<file path="config.mk">
export PLATFORM = sky130hd
export DESIGN_NAME = kti_ram
export DESIGN_NICKNAME = d
export VERILOG_FILES = /design/src/kti_ram.sv
export SDC_FILE = /design/constraint.sdc
export NUM_CORES = 1
export LEC_CHECK = 0
export ABC_AREA = 1
export BUFFER_PORTS_ARGS = -buffer_cell sky130_fd_sc_hd__buf_4
export CORE_ASPECT_RATIO = 0.75
export CORE_MARGIN = 5
export CORE_UTILIZATION = 35
export DETAILED_ROUTE_END_ITERATION = 12
export PLACE_DENSITY = 0.47
export SYNTH_ARGS = -nofsm -noshare
export SYNTH_HDL_FRONTEND = slang
export SYNTH_SLANG_ARGS = --single-unit
</file>
<file path="constraint.sdc">
create_clock -name clock -period 2.53 [get_ports clock]
set_input_delay 0 -clock clock [delete_from_list [all_inputs] [get_ports clock]]
set_output_delay 0 -clock clock [all_outputs]
set_load 0.03 [all_outputs]
</file>
<file path="src/kti_ram.sv">
`timescale 1ns / 1ps
`default_nettype none
// ----------------------------------------------------------------------------
// kti_ram
// generic single-port-write, one-read synchronous ram, registered read
// ----------------------------------------------------------------------------
module kti_ram #(
   parameter int unsigned WIDTH = 32,
   parameter int unsigned DEPTH = 16
) (
   input  wire                     clock,
   input  wire                     wr_en,
   input  wire [$clog2(DEPTH)-1:0] wr_addr,
   input  wire [WIDTH-1:0]         wr_data,
   input  wire [$clog2(DEPTH)-1:0] rd_addr,
   output logic [WIDTH-1:0]        rd_data
);
   logic [WIDTH-1:0] mem [DEPTH];

   always_ff @(posedge clock) begin
      if (wr_en) begin
         mem[wr_addr] <= wr_data;
      end
      rd_data <= mem[rd_addr];
   end
endmodule
`default_nettype wire

</file>
==> results.tsv <==
stage	metric	value	unit
detailed_routing	DRC	0	
setup_path	Worst setup SP type	input port	
logic_synthesis	Cells after Synth	2120	
timing	Slew Viols, Final	0	
logic_synthesis	syn_nets	2162	
die	DIE WIDTH	304	um
logic_synthesis	Seq/Total Area, Yosys	70.5	%
setup_path	Setup Crit Path Kind	in -> reg	
detailed_routing	post-route ant nets	0	
power_and_ir_drop	leak pwr	11.1	nW
die	Site Rows	80	
logic_synthesis	mux contribution to synthesized area	0	%
grt	GRT overflow	0	
setup_path	CP required	3060	ps
grt	pin count of the biggest net entering global routing	129	
detailed_routing	via/cell ratio	4.64	
logic_synthesis	area fraction in compound gates after synthesis	0	%
die	die height	231	um
grt	global-route usage over all layers	16.8	%
timing	Final Hold Fails	0	
timing	final worst-path cycle share	53.2	%
final_layout	# diodes	0	
clocking	Worst-Skew Late Latency	600	ps
timing	fmax	743	MHz
logic_synthesis	largest family of logic cells by synthesized area	simple AND/OR/NAND/NOR gates	
final_layout	area delta synth->final	16.4	%
detailed_routing	WL final	59700	um
power_and_ir_drop	VDD IR max	420	uV
placed_design	hpwl dp	30800	um
detailed_routing	Iteration-0 DRC Markers	1085	
grt	vias in the first global route	14273	
detailed_routing	WL per Instance	19.1	um
clocking	TritonCTS clock tree	yes	
final_layout	Finished Cell Area	0.0265	mm^2
detailed_routing	vias post-DR	14491	
clocking	CTS max path bufs	3	
logic_synthesis	Post-Syn Area	0.0227	mm^2
final_layout	fin util	41.4	%
final_layout	nets@finish	2258	
setup_path	Critical Path Sink Type	flop	
timing	min Tclk post-route	1350	ps
logic_synthesis	synthesized flop and latch total	544	
timing	Tightest Pin Transition	799	ps
clocking	Worst-path clk slew	60	ps
clocking	clock sinks	544	
die	Initial Util	35.5	%
die	core area	0.0640	mm^2
timing	RSZ-0062 raised after global routing	false	
logic_synthesis	Cell variety after synth	15	
placed_design	port bufs	73	
logic_synthesis	syn avg cell area	10.7	um^2
die	full die area	0.0702	mm^2
timing	Sum Neg Setup Slack	0	ps
grt	first-pass GRT wire length	90600	um
flow_run	max cap viols	0	
clocking	Setup Buffers After CTS	0	
clocking	Num CTS Buffers	55	
logic_synthesis	Ys Warns	0	
placed_design	placed cell area	0.0242	mm^2
min_path	HP Class	in -> reg	
final_layout	layout cell share with drive strength beyond 1	9.46	%
grt	antenna violations before repair	1	
setup_path	WP data arrival	1870	ps
detailed_routing	drt first pass iters	5	
timing	final hold slack	79.1	ps
logic_synthesis	xor/xnor share of the synthesized area	0	%
clocking	Clock H-tree levels	2	
timing	final setup fails	0	
logic_synthesis	Synth Area in Adders	0	%
die	# IOs	74	
clocking	clock root buffer	clkbuf_16	
placed_design	GP Congestion	0.749	
run_status	status	finished, final reports clean	
power_and_ir_drop	Power Density	759	mW/mm^2
setup_path	CP Max Fanout	128	
logic_synthesis	Post-Synth Simple-Gate Area	20.0	%
timing	Rel. slew slack	46.7	%
power_and_ir_drop	Total Power	0.0201	W
timing	Final Skew	15.8	ps
## layout by cell type, fill, tap and decap left out, drive strengths merged
cell type	instances
buf	110
bufinv	9
clkbuf	74
clkinv	20
dfxtp	32
dlygate4sd3	33
edfxtp	512
inv	390
nand2	677
nand3	385
nand3b	2
nor2	17
## registers in the layout, summed over array words and instances (netlist names)
register,count
rd_data,32
mem,512
## final timing paths
path / start / end / slack (ps) / cells after the start
worst max-delay path: rd_addr[1] / rd_data[17] / 1180 / 7
worst min-delay path: rd_addr[2] / rd_data[1] / 80 / 5
worst max register to register: mem[15][5] / rd_data[5] / 1500 / 6
worst min register to register: mem[10][19] / rd_data[19] / 650 / 6
## metal layers
metal,vias to the layer above,wire length [um],track usage [%]
met5,-,0,0
met1,7054,29700,25.4
met4,0,976,3.43
met3,74,2860,2.47
li1,7033,-,-
met2,330,26100,25.9
## through the flow
step / cells / setup slack [ps]
2_1_floorplan: 2120 / 537
3_3_place_gp: 2987 / 690
3_5_place_dp: 2987 / 667
4_1_cts: 3122 / 1240
5_1_grt: 3122 / 1060
6_report: 3122 / 1180
## timing repair
| action | 4_1_cts | 5_1_grt |
|---|---|---|
| hold endpoints to repair | 513 | 0 |
| gates resized for setup | 0 | 0 |
| hold buffers | 33 | 0 |
| endpoints found under the setup margin | 0 | 0 |
## where the power goes
group	leakage, nW	internal, W	switching [W]	total, W
registers	4.90	0.0101	0.0000710	0.0101
clock network	0.934	0.00513	0.00344	0.00857
logic	5.31	0.000418	0.000963	0.00138
total	11.1	0.0156	0.00447	0.0201
## cells in the mapped netlist
| library cell | count | share of area, % |
|---|---|---|
| nand2_1 | 677 | 11 |
| inv_2 | 1 | 0.016 |
| buf_1 | 14 | 0.23 |
| buf_12 | 1 | 0.088 |
| nor2_1 | 17 | 0.28 |
| inv_4 | 1 | 0.028 |
| nand3_1 | 385 | 8.5 |
| buf_4 | 6 | 0.20 |
| buf_2 | 41 | 0.90 |
| nand3b_1 | 2 | 0.066 |
| edfxtp_1 | 512 | 68 |
| dfxtp_1 | 32 | 2.8 |
| clkbuf_1 | 14 | 0.23 |
| inv_1 | 388 | 6.4 |
| buf_6 | 29 | 1.4 |
## worst max-delay path, cell delays in order
cell,delay [ps]
dlygate4sd3_1,520
buf_4,130
buf_12,520
nand3_1,160
nand3_1,120
nand3_1,150
nand2_1,120
## layout make-up
type / count / area (um^2)
Clock inverter: 29 / 362
Sequential cell: 544 / 16000
Timing Repair Buffer: 144 / 1350
Fill cell: 6102 / 37500
Clock buffer: 73 / 1530
Inverter: 390 / 1470
Tap cell: 861 / 1080
Multi-Input combinational cell: 1081 / 4670
## kinds of logic after synthesis
group,count (synthesis)
and+or+nand+nor,1081
DFF,544
buffers and inverters,495
No activity file was read; power rests on OpenSTA's default activity.
