File: src/kti_div.sv
`timescale 1ns / 1ps
`default_nettype none
// ----------------------------------------------------------------------------
// kti_div
// restoring divider, one quotient bit per cycle, 64-bit dividend by 32 bits
// ----------------------------------------------------------------------------
module kti_div (
   input  wire         clock,
   input  wire         reset,
   input  wire         start,
   input  wire  [63:0] dividend,
   input  wire  [31:0] divisor,
   output logic        done,
   output logic [63:0] quotient
);
   logic [6:0]  cnt_ff, cnt_in;
   logic        busy_ff, busy_in;
   logic [63:0] q_ff, q_in;
   logic [32:0] rem_ff, rem_in;
   logic [31:0] den_ff, den_in;
   logic [32:0] trial;

   always_comb begin
      cnt_in  = cnt_ff;
      busy_in = busy_ff;
      q_in    = q_ff;
      rem_in  = rem_ff;
      den_in  = den_ff;
      trial   = {rem_ff[31:0], q_ff[63]};
      done    = 1'b0;
      if (start) begin
         busy_in = 1'b1;
         cnt_in  = 7'd0;
         q_in    = dividend;
         rem_in  = '0;
         den_in  = divisor;
      end else if (busy_ff) begin
         if (trial >= {1'b0, den_ff}) begin
            rem_in = trial - {1'b0, den_ff};
            q_in   = {q_ff[62:0], 1'b1};
         end else begin
            rem_in = trial;
            q_in   = {q_ff[62:0], 1'b0};
         end
         cnt_in = cnt_ff + 7'd1;
         if (cnt_ff == 7'd63) begin
            busy_in = 1'b0;
            done    = 1'b1;
         end
      end
   end

   assign quotient = q_in;

   always_ff @(posedge clock) begin
      if (reset) begin
         busy_ff <= 1'b0;
         cnt_ff  <= '0;
      end else begin
         busy_ff <= busy_in;
         cnt_ff  <= cnt_in;
      end
      q_ff   <= q_in;
      rem_ff <= rem_in;
      den_ff <= den_in;
   end
endmodule
`default_nettype wire

File: config.mk
export PLATFORM = sky130hd
export DESIGN_NAME = kti_div
export DESIGN_NICKNAME = d
export VERILOG_FILES = /design/src/kti_div.sv
export SDC_FILE = /design/constraint.sdc
export NUM_CORES = 1
export LEC_CHECK = 0
export ABC_CLOCK_PERIOD_IN_PS = 6500
export BUFFER_PORTS_ARGS = -buffer_cell sky130_fd_sc_hd__buf_2
export CAP_MARGIN = 10
export CORE_ASPECT_RATIO = 0.9
export CORE_MARGIN = 2
export CORE_UTILIZATION = 32
export CTS_CLUSTER_SIZE = 24
export DETAILED_ROUTE_END_ITERATION = 10
export PLACE_DENSITY_LB_ADDON = 0.3
export SLEW_MARGIN = 20
export SYNTH_ARGS = -nofsm -noshare
export SYNTH_HDL_FRONTEND = slang
export SYNTH_SLANG_ARGS = --single-unit
File: constraint.sdc
create_clock -name clock -period 6.5 [get_ports clock]
set_input_delay 0.65 -clock clock [delete_from_list [all_inputs] [get_ports clock]]
set_output_delay 0.65 -clock clock [all_outputs]
set_load 0.005 [all_outputs]
==> results of run 1 <==
[cell type report]
| cell class | count | area [um^2] |
|---|---|---|
| fillers | 2320 | 13500 |
| flip-flops and latches | 136 | 3050 |
| repair buffers | 167 | 852 |
| inverters | 41 | 154 |
| clock inverters | 14 | 161 |
| well taps | 297 | 372 |
| diodes | 2 | 5.00 |
| clock buffers | 18 | 439 |
| multi-input cells | 594 | 3900 |
[path summary, 6_finish.rpt]
check / slack (ps) / endpoint / start
max: 2920 / quotient[0] / den_ff[21]
min: 380 / busy_ff / reset
max reg2reg: 3400 / rem_ff[9] / den_ff[6]
min reg2reg: 490 / rem_ff[27] / rem_ff[27]
[worst register-to-register path, stage by stage (launching register included)]
cell      delay [ps]
edfxtp_1         330
inv_1             40
ha_1             360
a21o_1           240
a211o_1          330
o221ai_2         200
a21boi_1         160
o21ai_4          170
buf_4            500
mux2_2           430
mux2i_1          130
nor2_1            60
[power by group through the flow]
stage / clock (mW) / sequential [mW] / combinational (mW)
6_report: 0.990 / 0.998 / 0.525
3_3_place_gp: 0 / 1.01 / 0.524
2_1_floorplan: 0 / 0.994 / 0.385
4_1_cts: 1.01 / 0.999 / 0.528
3_5_place_dp: 0 / 1.02 / 0.524
5_1_grt: 1.05 / 1.01 / 0.592
[metrics by stage]
step / cells / setup slack (ps) / hold slack [ps] / total power [mW] / utilization [%]
6_report: 1269 / 2920 / 383 / 2.51 / 39.8
5_1_grt: 1269 / 2610 / 380 / 2.65 / 39.8
4_1_cts: 1267 / 2890 / 368 / 2.54 / 39.8
3_5_place_dp: 1235 / 3370 / 486 / 1.54 / 37.1
3_3_place_gp: 1235 / 3400 / 474 / 1.54 / 37.1
2_1_floorplan: 818 / 3610 / 458 / 1.38 / -
[metal layers]
layer / vias to the layer above / GRT usage, % / share of wire (%)
li1: 3211 / - / -
met1: 2824 / 21.5 / 49
met2: 128 / 23.4 / 45
met3: 31 / 3.06 / 3.9
met4: 0 / 5.71 / 2.0
met5: - / 0 / 0
[cells by family after synthesis]
kind of cell	synth area share (%)
and+or+nand+nor	13.7
AOI/OAI and AO/OA	19.0
DFF	41.6
buffers and inverters	5.09
muxes	11.4
adders and majority gates	5.91
xor gates and xnor gates	3.35
[layout by cell type, fill, tap and decap left out, types with 11 or more instances in the layout]
cell type,Yosys,layout
inv_1,41,41
nor2_1,70,70
buf_2,4,162
a211oi_1,26,26
mux2i_1,82,82
ha_1,33,33
a21o_1,11,11
nand3_1,15,15
o21ai_0,79,79
xnor2_1,21,21
nand2_1,98,98
a21oi_1,50,50
edfxtp_1,32,32
dfxtp_1,104,103
clkbuf_16,0,17
[state kept, by name, indices dropped and copies added, names as in the netlist]
name / count
q_ff: 64
den_ff: 32
rem_ff: 32
cnt_ff: 7
busy_ff: 1
==> results.json, run 1 <==
{
  "outcome": "finished clean",
  "die-area_mm2": 0.0241,
  "start_util_pct": 32.6,
  "cts.clk_slew.worst_paths_ps": 60,
  "h-tree-depth": 4,
  "synth-seq-area-share_pct": 41.6,
  "drc": 0,
  "maxSlewHeadroom_pct": 31.3,
  "drive_gt1_share_pct": 21.9,
  "post_cts_resized": 0,
  "fin_nets": 1090,
  "pwr-share-clk_pct": 39.4,
  "r2r_cells": 11,
  "insertion_delay_ps": 430,
  "dpl_cell_area_mm2": 0.00833,
  "maxSlewViolCount": 0,
  "combPwrFrac_pct": 20.9,
  "rsz0062_at_grt": "false",
  "wl_per_cell_um": 14.3,
  "detailed_place_hpwl_um": 13100,
  "hold_buffers": 0,
  "crit_type": "flip-flop to output port",
  "synth_nets": 951,
  "syn-cell-area_mm2": 0.00732,
  "rows": 52,
  "final_hold_viol_count": 0,
  "crit_family": "simple AND/OR/NAND/NOR gates",
  "viasPerCell": 4.88,
  "fin_skew_ps": 9.19,
  "yosys-top-cells-area": "dfxtp_1 (28%), edfxtp_1 (13%), mux2i_1 (11%)",
  "synth_cell_type_count": 62,
  "crit_cells": 12,
  "critical_path_arrival_ps": 2930,
  "critPathMaxFanout": 8,
  "critical_path_buf_inv_count": 2,
  "die_y_um": 147,
  "core_area_mm2": 0.0224,
  "tightest_slew_ps": 1030,
  "antenna_left": 0,
  "crit_chain": "inv_1, ha_1, and3_1, nand4_1, nor4_1, a31oi_1, nand2_1, o21ai_4, nand2_1, o21ai_0, o21ai_0, buf_2",
  "root_buffer": "clkbuf_16",
  "grt_max_degree": 82,
  "synthFlopType": "dfxtp_1",
  "design_area_mm2": 0.00893,
  "overflow": 0,
  "yosys.area.top_type": "dfxtp_1",
  "routed_wl_um": 18200,
  "required_ps": 5850,
  "power.density_mw_per_mm2": 281,
  "seq_power_share_pct": 39.7,
  "synth_most_common_cell": "dfxtp_1",
  "fin_crit_sh_pct": 55.2,
  "drtPass1Iterations": 5,
  "place.gp.congestion": 0.831,
  "syn_inst": 818,
  "hp-class": "input port to flip-flop",
  "setup_violations": 0,
  "crit_slowest_cell": "ha_1",
  "synth_edf_count": 32,
  "switchingPower_mw": 0.752,
  "cts_setup_buffers": 0,
  "io_buffers": 163,
  "vdd_drop_max_uv": 155,
  "grt_antenna_before_repair": 2,
  "synthArstFlopShare_pct": 0,
  "num_io_pins": 164,
  "yosys_warnings": 0,
  "cp-end-kind": "output port",
  "first_iter_violations": 458,
  "cts-buffers-inserted": 17,
  "synth-seq-cells": 136,
  "vias": 6194,
  "period_minus_slack_ps": 3580,
  "maxCapViolCount": 0,
  "p_leak_nw": 4.02,
  "internal_power_mw": 1.76,
  "hold_path_depth": 2,
  "cp-start-kind": "flip-flop",
  "synthTopCellsByCount": "dfxtp_1 (104), nand2_1 (98), mux2i_1 (82)",
  "syn_area_per_cell_um2": 8.95,
  "clock_sink_count": 136,
  "clk_path_buf_depth": 2,
  "synth.top_cell.area_share_pct": 28.4,
  "area_growth_pct": 22.1,
  "critPathMaxStageDelay_ps": 430,
  "swShare_pct": 29.9,
  "grt_pass1_vias": 5937,
  "max_freq_ghz": 0.279,
  "setup_tns_ps": 0,
  "grt_pass1_wl_um": 30100,
  "grt_use_total_pct": 15.4,
  "die_width_um": 163,
  "tritoncts": "yes"
}
No activity file was read; power rests on OpenSTA's default activity.
==> run 2, diff against run 1 <==
Settings changed: ABC_CLOCK_PERIOD_IN_PS 6500 to 3000.
Clock period 6.5 ns to 3 ns, I/O delays scaled along.
==> run 2 against run 1 <==
Net effect:
- critical path depth is the same
- clock power grew 110%
- count of clock-buffer cells in the layout grew 1
- routed wire length grew 2.2%
- via count grew 1.8%
- largest power group unchanged
- sequential power grew 120%
- die area is the same
- highest routed layer unchanged
- cell count grew 1.9%
==> results.json, run 2 (same netlist as run 1, synthesis figures left out) <==
{
  "fill_cells": 2286,
  "die_width_um": 163,
  "drtPass1Iterations": 5,
  "cts-buffers-inserted": 17,
  "grt_use_total_pct": 15.3,
  "cp-end-kind": "output port",
  "p_leak_nw": 4.14,
  "fin_skew_ps": 10.3,
  "combPwrFrac_pct": 22.8,
  "core_area_mm2": 0.0224,
  "switchingPower_mw": 1.68,
  "maxSlewViolCount": 0,
  "required_ps": 2700,
  "dpl_cell_area_mm2": 0.00844,
  "crit_type": "flip-flop to output port",
  "pwr-share-clk_pct": 38.2,
  "fin_nets": 1115,
  "rsz0062_at_grt": "true",
  "largest_reg_flops": 64,
  "first_iter_violations": 421,
  "clk_path_buf_depth": 2,
  "die-area_mm2": 0.0241,
  "critical_path_arrival_ps": 2600,
  "num_io_pins": 164,
  "dp_slack_ps": 54.3,
  "area_growth_pct": 27.3,
  "routed_wl_um": 18600,
  "top_register": "q_ff",
  "maxSlewHeadroom_pct": 38.1,
  "hp-class": "input port to flip-flop",
  "seq_power_share_pct": 39.0,
  "hp-start": "reset",
  "maxCapViolCount": 0,
  "rows": 52,
  "place.gp.congestion": 0.830,
  "io_buffers": 163,
  "grt_pass1_vias": 5982,
  "final_common_cell": "buf_2",
  "overflow": 0,
  "top_regs": "q_ff: 64 flops, den_ff: 32 flops, rem_ff: 32 flops",
  "root_buffer": "clkbuf_16",
  "swShare_pct": 30.5,
  "fin_crit_sh_pct": 96.8,
  "rrSetupSlack_ps": 120,
  "outcome": "finished clean",
  "antenna_left": 0,
  "r2r_start": "den_ff[0]",
  "setup_ws_ps": 95.1,
  "internal_power_mw": 3.83,
  "cts.clk_slew.worst_paths_ps": 60,
  "finalPower_mw": 5.51,
  "tritoncts": "yes",
  "clock_sink_count": 136,
  "final_hold_viol_count": 0,
  "vdd_drop_max_uv": 329,
  "critPathMaxFanout": 2,
  "detailed_place_hpwl_um": 13100,
  "vias": 6308,
  "setup_violations": 0,
  "power.density_mw_per_mm2": 592,
  "startpoint": "den_ff[1]",
  "tightest_slew_ps": 928,
  "drive_gt1_share_pct": 27.0,
  "grt_max_degree": 139,
  "drc": 0,
  "h-tree-depth": 4,
  "wl_per_cell_um": 14.4,
  "grt_pass1_wl_um": 29800,
  "mostFrequentLayoutCells": "buf_2 (162), dfxtp_1 (103), nand2_1 (98), mux2i_1 (82), o21ai_0 (77)",
  "dpl.cell_count": 1246,
  "insertion_delay_ps": 430,
  "cp-start-kind": "flip-flop",
  "die_y_um": 147,
  "viasPerCell": 4.88,
  "grt_antenna_before_repair": 1,
  "instances_no_fill": 1293,
  "design_area_mm2": 0.00932,
  "max_freq_ghz": 0.344,
  "period_minus_slack_ps": 2900,
  "start_util_pct": 32.6
}
## run 2: cell type report
| type | instances | area [um^2] | area share, % |
|---|---|---|---|
| Sequential cell | 136 | 3050 | 32.7 |
| Timing Repair Buffer | 192 | 1060 | 11.4 |
| Antenna cell | 1 | 2.50 | 0.0269 |
| Multi-Input combinational cell | 594 | 4090 | 43.9 |
| Tap cell | 297 | 372 | 3.99 |
| Clock buffer | 19 | 454 | 4.88 |
| Inverter | 41 | 154 | 1.65 |
| Clock inverter | 13 | 133 | 1.42 |
## run 2: through the flow
stage / hold WS, ps / util [%] / TNS (ps)
floorplan: 372 / - / 0
global placement: 465 / 37.6 / 0
detailed placement: 466 / 37.6 / 0
CTS: 19.0 / 40.4 / 0
global route: 27.4 / 41.5 / -120
finish: 34.1 / 41.5 / 0
## run 2: critical path, cell delays in order, from the launching register on
cell and delay [ps]:
edfxtp_1 340, inv_1 50, ha_1 270, nor2b_1 190
o2111ai_2 140, a21oi_2 250, o221ai_4 150, a21boi_2 250
o21ai_4 80, nand2_1 70, o21ai_1 60, o21ai_1 160
buf_2 170
## run 2: layer usage
| metal | up-vias | wire [um] | track usage, % | part of all wire [%] |
|---|---|---|---|---|
| met1 | 2918 | 9070 | 20.7 | 49 |
| li1 | 3257 | - | - | - |
| met3 | 20 | 691 | 3.40 | 3.7 |
| met4 | 0 | 332 | 5.18 | 1.8 |
| met2 | 113 | 8480 | 24.2 | 46 |
| met5 | - | 0 | 0 | 0 |
## run 2: worst paths after layout
kind	endpoint	cells past startpoint
setup / recovery	quotient[0]	12
hold / removal	busy_ff	2
setup reg to reg	rem_ff[28]	12
hold reg to reg	cnt_ff[5]	2
## run 2: timing repair
action / CTS / global route
gates resized for setup: 10 / 34
cloned: 0 / 0
endpoints found under the setup margin: 1 / 6
hold buffers: 0 / 0
setup buffers: 2 / 12
pin swaps: 3 / 13
## run 2: power groups by stage
stage,combinational (mW),sequential [mW],clock [mW]
2_1_floorplan,0.834,2.15,0
3_3_place_gp,1.17,2.19,0
3_5_place_dp,1.17,2.19,0
4_1_cts,1.19,2.15,2.16
5_1_grt,1.41,2.17,2.23
6_report,1.26,2.15,2.10
